==> config.mk <==
export PLATFORM = sky130hd
export DESIGN_NAME = outstanding_request_hazard_table
export DESIGN_NICKNAME = d
export VERILOG_FILES = /design/src/design/orht_pkg.sv /design/src/design/outstanding_request_hazard_table.sv
export SDC_FILE = /design/constraint.sdc
export NUM_CORES = 2
export LEC_CHECK = 0
export BUFFER_PORTS_ARGS = -buffer_cell sky130_fd_sc_hd__clkbuf_2
export CORE_MARGIN = 2
export CORE_UTILIZATION = 70
export CTS_BUF_LIST = sky130_fd_sc_hd__clkbuf_2 sky130_fd_sc_hd__clkbuf_4 sky130_fd_sc_hd__clkbuf_8
export DETAILED_ROUTE_END_ITERATION = 12
export PLACE_DENSITY = 0.85
export SYNTH_ARGS = -nofsm -noshare
export SYNTH_HDL_FRONTEND = slang
export SYNTH_SLANG_ARGS = --single-unit
export TNS_END_PERCENT = 5
==> constraint.sdc <==
create_clock -name clk -period 29.1 [get_ports clk]
set_input_delay 0 -clock clk [delete_from_list [all_inputs] [get_ports clk]]
set_output_delay 0 -clock clk [all_outputs]
set_load 0.01 [all_outputs]
==> src/design/orht_pkg.sv <==
`timescale 1ns / 1ps
package orht_pkg;

  localparam int DEF_TABLE_DEPTH = 16;
  localparam int DEF_ADDR_BITS   = 48;
  localparam int DEF_NUM_PORTS   = 8;
  localparam logic [4:0] MAX_OUT_RESET = 5'd16;

  localparam logic [1:0] OP_SUBMIT = 2'd0;
  localparam logic [1:0] OP_COMMIT = 2'd1;
  localparam logic [1:0] OP_COMPL  = 2'd2;
  localparam logic [1:0] OP_UNUSED = 2'd3;

  localparam logic [2:0] EV_ACCEPT  = 3'd0;
  localparam logic [2:0] EV_REFUSE  = 3'd1;
  localparam logic [2:0] EV_PERFORM = 3'd2;
  localparam logic [2:0] EV_RESPOND = 3'd3;
  localparam logic [2:0] EV_HELD    = 3'd4;
  localparam logic [2:0] EV_PARKED  = 3'd5;

  localparam logic [2:0] FLT_NONE       = 3'd0;
  localparam logic [2:0] FLT_TAG_USED   = 3'd1;
  localparam logic [2:0] FLT_UNKNOWN    = 3'd2;
  localparam logic [2:0] FLT_TWICE      = 3'd3;
  localparam logic [2:0] FLT_ADDR       = 3'd4;
  localparam logic [2:0] FLT_EARLY_CMPL = 3'd5;

  typedef struct packed {
    logic [1:0]  opcode;
    logic [3:0]  tag;
    logic [47:0] address;
    logic [6:0]  length;
    logic        write_req;
    logic [2:0]  port;
  } in_item_t;

  typedef struct packed {
    logic [2:0] event_res;
    logic [2:0] fault;
    logic [3:0] out_tag;
    logic [2:0] out_port;
    logic       out_write;
    logic       last;
  } out_item_t;

endpackage

==> src/design/outstanding_request_hazard_table.sv <==
`timescale 1ns / 1ps
// Outstanding request hazard table.
// Input channel in_valid/in_stall/in_data carries submit, commit and completion
// transactions; each one produces a burst of result transactions on
// out_valid/out_stall/out_data, the final one flagged by last (opcode 3 gives
// none). cfg_valid/cfg_ready/cfg_data writes max_outstanding; cfg_ready is
// always high.
// One item is worked at a time; in_stall is high while it is in progress.
// A commit runs a hazard scan over every table entry through one shared
// overlap comparator; each release pass adds a scan to find the oldest
// held entry plus a scan to check it, so a cascading release repeats both
// scans for every retried entry.
// Results are staged one deep so the last flag is known; while the receiver
// stalls, the sequencer waits on each new result.
// Synchronous reset empties the table, clears the age counter and pending
// count, and sets max_outstanding to 16. Table contents need no clearing.
module outstanding_request_hazard_table #(
  parameter int TABLE_DEPTH = orht_pkg::DEF_TABLE_DEPTH,
  parameter int ADDR_BITS   = orht_pkg::DEF_ADDR_BITS,
  parameter int NUM_PORTS   = orht_pkg::DEF_NUM_PORTS
) (
  input  logic               clk,
  input  logic               rst,
  input  logic               in_valid,
  output logic               in_stall,
  input  orht_pkg::in_item_t in_data,
  output logic               out_valid,
  input  logic               out_stall,
  output orht_pkg::out_item_t out_data,
  input  logic               cfg_valid,
  output logic               cfg_ready,
  input  logic [4:0]         cfg_data
);
  import orht_pkg::*;

  localparam int IW = $clog2(TABLE_DEPTH);
  localparam int CW = $clog2(TABLE_DEPTH + 1);
  localparam logic [IW-1:0] LAST_IDX = IW'(TABLE_DEPTH - 1);

  localparam logic [2:0] S_IDLE   = 3'd0;
  localparam logic [2:0] S_DECODE = 3'd1;
  localparam logic [2:0] S_CHECK  = 3'd2;
  localparam logic [2:0] S_ACT    = 3'd3;
  localparam logic [2:0] S_RESP   = 3'd4;
  localparam logic [2:0] S_FIND   = 3'd5;
  localparam logic [2:0] S_FLUSH  = 3'd6;

  logic [2:0] state;
  in_item_t   item;
  logic [4:0] max_outstanding;
  logic [CW-1:0] pending_count;
  logic [63:0] next_age;

  logic [TABLE_DEPTH-1:0] slot_valid, slot_committed, slot_data_done, slot_completion_seen;
  logic [ADDR_BITS-1:0] slot_address [TABLE_DEPTH];
  logic [6:0]           slot_length  [TABLE_DEPTH];
  logic                 slot_write   [TABLE_DEPTH];
  logic [2:0]           slot_port    [TABLE_DEPTH];
  logic [63:0]          slot_age     [TABLE_DEPTH];

  logic [IW-1:0] j, cand;
  logic [ADDR_BITS-1:0] cand_addr;
  logic [6:0]  cand_len;
  logic [63:0] cand_age, floor_age;
  logic        cand_wr;
  logic [2:0]  cand_port;
  logic        mode_rel, have_floor, found, blk, blocked;

  out_item_t hold;
  logic      hold_valid;
  out_item_t stage_out;

  // single read port
  logic [IW-1:0] rd_idx, tidx;
  logic [ADDR_BITS-1:0] rd_addr, in_addr;
  logic [6:0]  rd_len;
  logic        rd_wr;
  logic [2:0]  rd_port;
  logic [63:0] rd_age;

  assign tidx    = IW'(item.tag);
  assign rd_idx  = (state == S_DECODE) ? tidx : j;
  assign rd_addr = slot_address[rd_idx];
  assign rd_len  = slot_length[rd_idx];
  assign rd_wr   = slot_write[rd_idx];
  assign rd_port = slot_port[rd_idx];
  assign rd_age  = slot_age[rd_idx];
  assign in_addr = ADDR_BITS'(item.address);

  logic tag_ok, known;
  assign tag_ok = 32'(item.tag) < TABLE_DEPTH;
  assign known  = tag_ok && slot_valid[tidx];

  logic full;
  assign full = 32'(pending_count) >= 32'(max_outstanding);

  // x < base + len, sum one bit wider so ranges never wrap
  function automatic logic below_end(input logic [ADDR_BITS-1:0] x,
                                     input logic [ADDR_BITS-1:0] base,
                                     input logic [6:0] len);
    logic [ADDR_BITS:0] s;
    s = {1'b0, base} + (ADDR_BITS+1)'(len);
    return {1'b0, x} < s;
  endfunction

  logic hazard, cand_ok;
  assign hazard = (j != cand) && slot_valid[j] && (rd_age < cand_age) &&
                  !slot_data_done[j] && rd_wr &&
                  below_end(rd_addr, cand_addr, cand_len) &&
                  below_end(cand_addr, rd_addr, rd_len);
  assign cand_ok = slot_valid[j] && slot_committed[j] && !slot_data_done[j] &&
                   (!have_floor || rd_age > floor_age) && (!found || rd_age < cand_age);

  logic [2:0] port_clamp;
  assign port_clamp = (32'(item.port) < NUM_PORTS) ? item.port : 3'(NUM_PORTS - 1);

  // result produced this cycle
  logic      emit_en;
  out_item_t emit_item;
  always_comb begin
    emit_en = 1'b0;
    emit_item = '{event_res: EV_REFUSE, fault: FLT_NONE, out_tag: item.tag,
                  out_port: 3'd0, out_write: 1'b0, last: 1'b0};
    case (state)
      S_DECODE: begin
        case (item.opcode)
          OP_SUBMIT: begin
            emit_en = 1'b1;
            emit_item.out_write = item.write_req;
            if (full) emit_item.fault = FLT_NONE;
            else if (!tag_ok) emit_item.fault = FLT_UNKNOWN;
            else if (slot_valid[tidx]) emit_item.fault = FLT_TAG_USED;
            else emit_item.event_res = EV_ACCEPT;
          end
          OP_COMMIT: begin
            emit_item.out_write = known ? rd_wr : 1'b0;
            if (!known) begin
              emit_en = 1'b1; emit_item.fault = FLT_UNKNOWN;
            end else if (slot_committed[tidx]) begin
              emit_en = 1'b1; emit_item.fault = FLT_TWICE;
            end else if (rd_addr != in_addr) begin
              emit_en = 1'b1; emit_item.fault = FLT_ADDR;
            end
          end
          OP_COMPL: begin
            emit_en = 1'b1;
            emit_item.out_write = known ? rd_wr : 1'b0;
            if (!known) emit_item.fault = FLT_UNKNOWN;
            else if (!slot_committed[tidx]) emit_item.fault = FLT_EARLY_CMPL;
            else if (!slot_data_done[tidx]) emit_item.event_res = EV_PARKED;
            else begin
              emit_item.event_res = EV_RESPOND;
              emit_item.out_port  = rd_port;
            end
          end
          default: emit_en = 1'b0;
        endcase
      end
      S_ACT: begin
        emit_item.out_tag   = 4'(cand);
        emit_item.out_write = cand_wr;
        if (!blocked) begin
          emit_en = 1'b1; emit_item.event_res = EV_PERFORM;
        end else if (!mode_rel) begin
          emit_en = 1'b1; emit_item.event_res = EV_HELD;
        end
      end
      S_RESP: begin
        emit_en = 1'b1;
        emit_item.event_res = EV_RESPOND;
        emit_item.out_tag   = 4'(cand);
        emit_item.out_port  = cand_port;
        emit_item.out_write = cand_wr;
      end
      default: emit_en = 1'b0;
    endcase
  end

  logic out_free, emit_go, flush_go, adv;
  assign out_free = !out_valid || !out_stall;
  assign emit_go  = emit_en && out_free;
  assign flush_go = (state == S_FLUSH) && hold_valid && out_free;
  assign adv      = !emit_en || out_free;

  assign in_stall  = (state != S_IDLE);
  assign cfg_ready = 1'b1;

  // the staged result is the last one only when it leaves on the flush
  always_comb begin
    stage_out      = hold;
    stage_out.last = flush_go;
  end

  // output staging
  always_ff @(posedge clk) begin
    if (rst) begin
      out_valid  <= 1'b0;
      hold_valid <= 1'b0;
    end else begin
      if ((emit_go && hold_valid) || flush_go) begin
        out_data  <= stage_out;
        out_valid <= 1'b1;
      end else if (out_valid && !out_stall) begin
        out_valid <= 1'b0;
      end
      if (emit_go) begin
        hold       <= emit_item;
        hold_valid <= 1'b1;
      end else if (flush_go) begin
        hold_valid <= 1'b0;
      end
    end
  end

  // slot payload
  always_ff @(posedge clk) begin
    if (state == S_DECODE && item.opcode == OP_SUBMIT && !full && tag_ok &&
        !slot_valid[tidx] && out_free) begin
      slot_address[tidx] <= in_addr;
      slot_length[tidx]  <= item.length;
      slot_write[tidx]   <= item.write_req;
      slot_port[tidx]    <= port_clamp;
      slot_age[tidx]     <= next_age;
    end
  end

  // sequencer
  always_ff @(posedge clk) begin
    if (rst) begin
      state           <= S_IDLE;
      max_outstanding <= MAX_OUT_RESET;
      pending_count   <= '0;
      next_age        <= '0;
      slot_valid      <= '0;
    end else begin
      if (cfg_valid) max_outstanding <= cfg_data;
      case (state)
        S_IDLE: begin
          if (in_valid) begin
            item  <= in_data;
            state <= S_DECODE;
          end
        end
        S_DECODE: begin
          if (adv) begin
            state <= S_FLUSH;
            case (item.opcode)
              OP_SUBMIT: begin
                if (!full && tag_ok && !slot_valid[tidx]) begin
                  slot_valid[tidx]           <= 1'b1;
                  slot_committed[tidx]       <= 1'b0;
                  slot_data_done[tidx]       <= 1'b0;
                  slot_completion_seen[tidx] <= 1'b0;
                  next_age      <= next_age + 64'd1;
                  pending_count <= pending_count + CW'(1);
                end
              end
              OP_COMMIT: begin
                if (known && !slot_committed[tidx] && rd_addr == in_addr) begin
                  slot_committed[tidx] <= 1'b1;
                  cand      <= tidx;
                  cand_addr <= rd_addr;
                  cand_len  <= rd_len;
                  cand_age  <= rd_age;
                  cand_wr   <= rd_wr;
                  cand_port <= rd_port;
                  mode_rel  <= 1'b0;
                  j         <= '0;
                  blk       <= 1'b0;
                  state     <= S_CHECK;
                end
              end
              OP_COMPL: begin
                if (known && slot_committed[tidx]) begin
                  if (!slot_data_done[tidx]) begin
                    slot_completion_seen[tidx] <= 1'b1;
                  end else begin
                    slot_valid[tidx] <= 1'b0;
                    if (pending_count != '0) pending_count <= pending_count - CW'(1);
                  end
                end
              end
              default: state <= S_FLUSH;
            endcase
          end
        end
        S_CHECK: begin
          blk <= blk | hazard;
          if (j == LAST_IDX) begin
            blocked <= blk | hazard;
            state   <= S_ACT;
          end else begin
            j <= j + IW'(1);
          end
        end
        S_ACT: begin
          if (adv) begin
            if (blocked) begin
              if (!mode_rel) begin
                state <= S_FLUSH;
              end else begin
                floor_age  <= cand_age;
                have_floor <= 1'b1;
                j <= '0; found <= 1'b0;
                state <= S_FIND;
              end
            end else begin
              slot_data_done[cand] <= 1'b1;
              if (slot_completion_seen[cand]) begin
                state <= S_RESP;
              end else if (cand_wr) begin
                mode_rel <= 1'b1; have_floor <= 1'b0;
                j <= '0; found <= 1'b0;
                state <= S_FIND;
              end else if (!mode_rel) begin
                state <= S_FLUSH;
              end else begin
                floor_age <= cand_age; have_floor <= 1'b1;
                j <= '0; found <= 1'b0;
                state <= S_FIND;
              end
            end
          end
        end
        S_RESP: begin
          if (adv) begin
            slot_valid[cand] <= 1'b0;
            if (pending_count != '0) pending_count <= pending_count - CW'(1);
            if (cand_wr) begin
              mode_rel <= 1'b1; have_floor <= 1'b0;
              j <= '0; found <= 1'b0;
              state <= S_FIND;
            end else if (!mode_rel) begin
              state <= S_FLUSH;
            end else begin
              floor_age <= cand_age; have_floor <= 1'b1;
              j <= '0; found <= 1'b0;
              state <= S_FIND;
            end
          end
        end
        S_FIND: begin
          if (cand_ok) begin
            cand      <= j;
            cand_addr <= rd_addr;
            cand_len  <= rd_len;
            cand_age  <= rd_age;
            cand_wr   <= rd_wr;
            cand_port <= rd_port;
            found     <= 1'b1;
          end
          if (j == LAST_IDX) begin
            j   <= '0;
            blk <= 1'b0;
            state <= (found || cand_ok) ? S_CHECK : S_FLUSH;
          end else begin
            j <= j + IW'(1);
          end
        end
        S_FLUSH: begin
          if (!hold_valid || out_free) state <= S_IDLE;
        end
        default: state <= S_IDLE;
      endcase
    end
  end

endmodule

==> results.txt <==
die width - 395 um
worst slew pin tran - 1270 ps
Avg Cell Area, Syn - 15.4 um2
fin nets - 7672
Rel. slew slack - 15.4%
share of layout cells above drive strength 1 - 17.9%
Worst R2R Start - state[0]
# fillers - 8051
setup_tns - 0 ps
number of global-route vias before repair - 68900
peak supply drop - 0.0000872 V
CTS H-Tree Depth - 5
worst hold path type - primary input to flip-flop
routed via count - 68600
WL/cell - 31.4 um
Hold Path Stages - 4
P&R area growth vs syn - 10.9%
first-pass GRT wire length - 439 mm
RSZ-0062 raised after global routing - false
FF+latch count, synth - 2405
worst reg2reg setup slack - 18760 ps
gr ovfl total - 0
I/O pin count - 93
CP startpoint kind - flip-flop
HPWL Detailed - 174 mm
CTS tree - built
CTS Sinks - 2405
Netlist Area Pre-Place - 0.107 mm2
Pleak - 43.6 nW
status - finished clean
Hold Path Origin - out_stall
DR vias/cell - 7.10
post-route ant nets - 0
CP max FO - 107
Post-synth EDFFs - 2310
Crit path required time - 30000 ps
Core Box Area - 0.152 mm2
Clock transition at path regs - 60 ps
final setup violation count - 0
clock buffer depth - 4
most common flop cell mapped by yosys - edfxtp_1
Hold Slack - 135 ps
Final Slew Violations - 0
CTS buffer count - 381
Total GRT Usage - 38.7%
Clock Latency Late Sink - 1100 ps
most frequent CP cell - a21o_1
crit path DAT - 11250 ps
CP max stage cell - dfxtp_1
Synth Warn # - 0
Post-Route Skew - 114 ps
FF-to-FF End - blk
Routability Congestion - 0.994
sequential element share of the synthesized area - 66.6%
IO Port Bufs - 91
DIE HEIGHT - 395 um
initial antenna violation count - 9
Gate Count Post-Synth - 6931
die area - 0.156 mm2
Async SR Flop Fraction - 0%
CP Class - flip-flop to flip-flop
syn_nets - 7256
CP endpoint kind - flip-flop
row cnt - 143
post-layout min period - 10340 ps
Max-cap violations - 0
fmax - 96.7 MHz
WL final - 303 mm
clock tree root buffer cell - clkbuf_8
P per Cell Area - 98.8 mW/mm2
worst-case reg-to-reg path depth - 36
post-synth cell types - 105
most common cell after layout, fill and taps aside - edfxtp_1
crit share post-route - 35.5%
1st-iter DRT viols - 10100
commonest non-fill, non-tap cells in the layout - edfxtp_1 (2310), nand2_1 (784), mux4_2 (408), mux2i_1 (408), clkbuf_8 (408)
drt drc - 0
hold endpoint - hold_valid
pin count of the biggest net entering global routing - 133
Critical Path Max Stage Delay - 880 ps
Hold Fails Final Rpt - 0
first-pass iteration count of the detailed router - 9
Initial Util - 70.4%
[layout make-up]
type,instances,area [um2],area share [%]
inverter,196,736,0.620
timing repair buffer,402,3270,2.76
antenna,6,15.0,0.0127
clock buffer,531,6540,5.51
tap,2030,2540,2.14
sequential,2405,71300,60.1
multi-input combinational,3961,33300,28.1
clock inverter,134,923,0.778
[sequential cells by signal, summed over array words and instances (netlist names), 15 cells and up, named ones only]
signal / flops
cand_addr: 48
slot_length: 112
slot_port: 48
slot_data_done: 16
next_age: 64
slot_write: 16
slot_age: 1024
out_data: 15
in_addr: 48
cand_age: 64
floor_age: 64
slot_address: 768
[logic make-up (layout without fill, tap and decap cells)]
logic type / count (synthesis) / count (layout) / share of synthesized area (%)
AOI/OAI and AO/OA: 977 / 977 / 6.31
xor gates and xnor gates: 181 / 181 / 1.48
adders and majority gates: 250 / 250 / 2.94
buffers and inverters: 565 / 1263 / 2.42
DFF: 2405 / 2405 / 66.6
muxes: 867 / 867 / 12.9
other: 1 / 7 / 0.00351
and+or+nand+nor: 1685 / 1685 / 7.27
[cell usage after synthesis, drive strengths merged, types with 11 or more instances]
cell     instances  area [um2]
a21o           106         796
nand2          786        2950
buf            207        1240
a31oi          111         701
o21bai          11        82.6
o21ai          191         997
a211oi          65         518
a22oi           12        90.1
o22ai           11        68.8
dfxtp           95        1900
o32ai           13         114
and2            36         225
edfxtp        2310       69400
nor4            29         194
nor3b           11        98.8
a211o           12         105
inv            195         732
nand3          146         731
o221ai          15         131
nor2           287        1080
mux2i          409        4090
o211a           34         340
nand2b          29         181
ha             248        3100
nor2b           31         194
a21oi          188         967
nor3            63         320
xor2            92         806
clkbuf         162         608
mux4           408        9190
xnor2           89         780
and4            16         140
mux2            50         567
and3           119         744
nand4           74         463
a221oi          15         138
o211ai          24         180
a2111oi         40         375
a32oi           21         184
or3             22         138
[routing by layer]
layer | vias to the layer above | track usage [%] | wire, um
met2 | 5343 | 60.8 | 143000
met1 | 34000 | 49.0 | 103000
li1 | 28000 | - | -
met5 | - | 0 | 48
met3 | 1255 | 9.09 | 35200
met4 | 8 | 25.0 | 22400
[power breakdown]
group	internal (mW)	switching (mW)
registers	4.00	0.120
clock network	1.56	1.32
logic	1.68	3.05
[repair_timing]
action / in CTS / in global routing
hold endpoints to repair: 258 / 0
resized for setup: 0 / 0
setup buffers: 0 / 0
hold buffers: 157 / 0
[through the flow]
stage / setup WS, ps / instances / area [um2] / power (mW) / utilization [%]
after floorplan: 15150 / 6931 / 107000 / 7.27 / -
after global placement: 19160 / 8837 / 110000 / 8.59 / 72.1
after detailed placement: 18950 / 8837 / 110000 / 8.71 / 72.1
after CTS: 18900 / 9659 / 119000 / 11.6 / 78.1
after global routing: 17930 / 9661 / 119000 / 12.1 / 78.1
final: 18760 / 9665 / 119000 / 11.7 / 78.1
[worst max-delay path: cells and delay by family (launching register included)]
| kind | cells | cell delay (ps) |
|---|---|---|
| adders and majority gates | 3 | 800 |
| xor gates and xnor gates | 1 | 170 |
| buffers and inverters | 5 | 2560 |
| DFF | 1 | 880 |
| AOI/OAI and AO/OA | 18 | 3540 |
| and+or+nand+nor | 9 | 1910 |
[worst max-delay path by stage]
stage,start,endpoint,slack (ps),depth (start not counted)
floorplan,state[0],cand[0],15150,27
global placement,state[0],blk,19160,36
detailed placement,state[0],blk,18950,36
CTS,state[0],blk,18900,36
global route,state[0],blk,17930,36
finish,state[0],blk,18760,36
No activity file was read; power rests on OpenSTA's default activity.
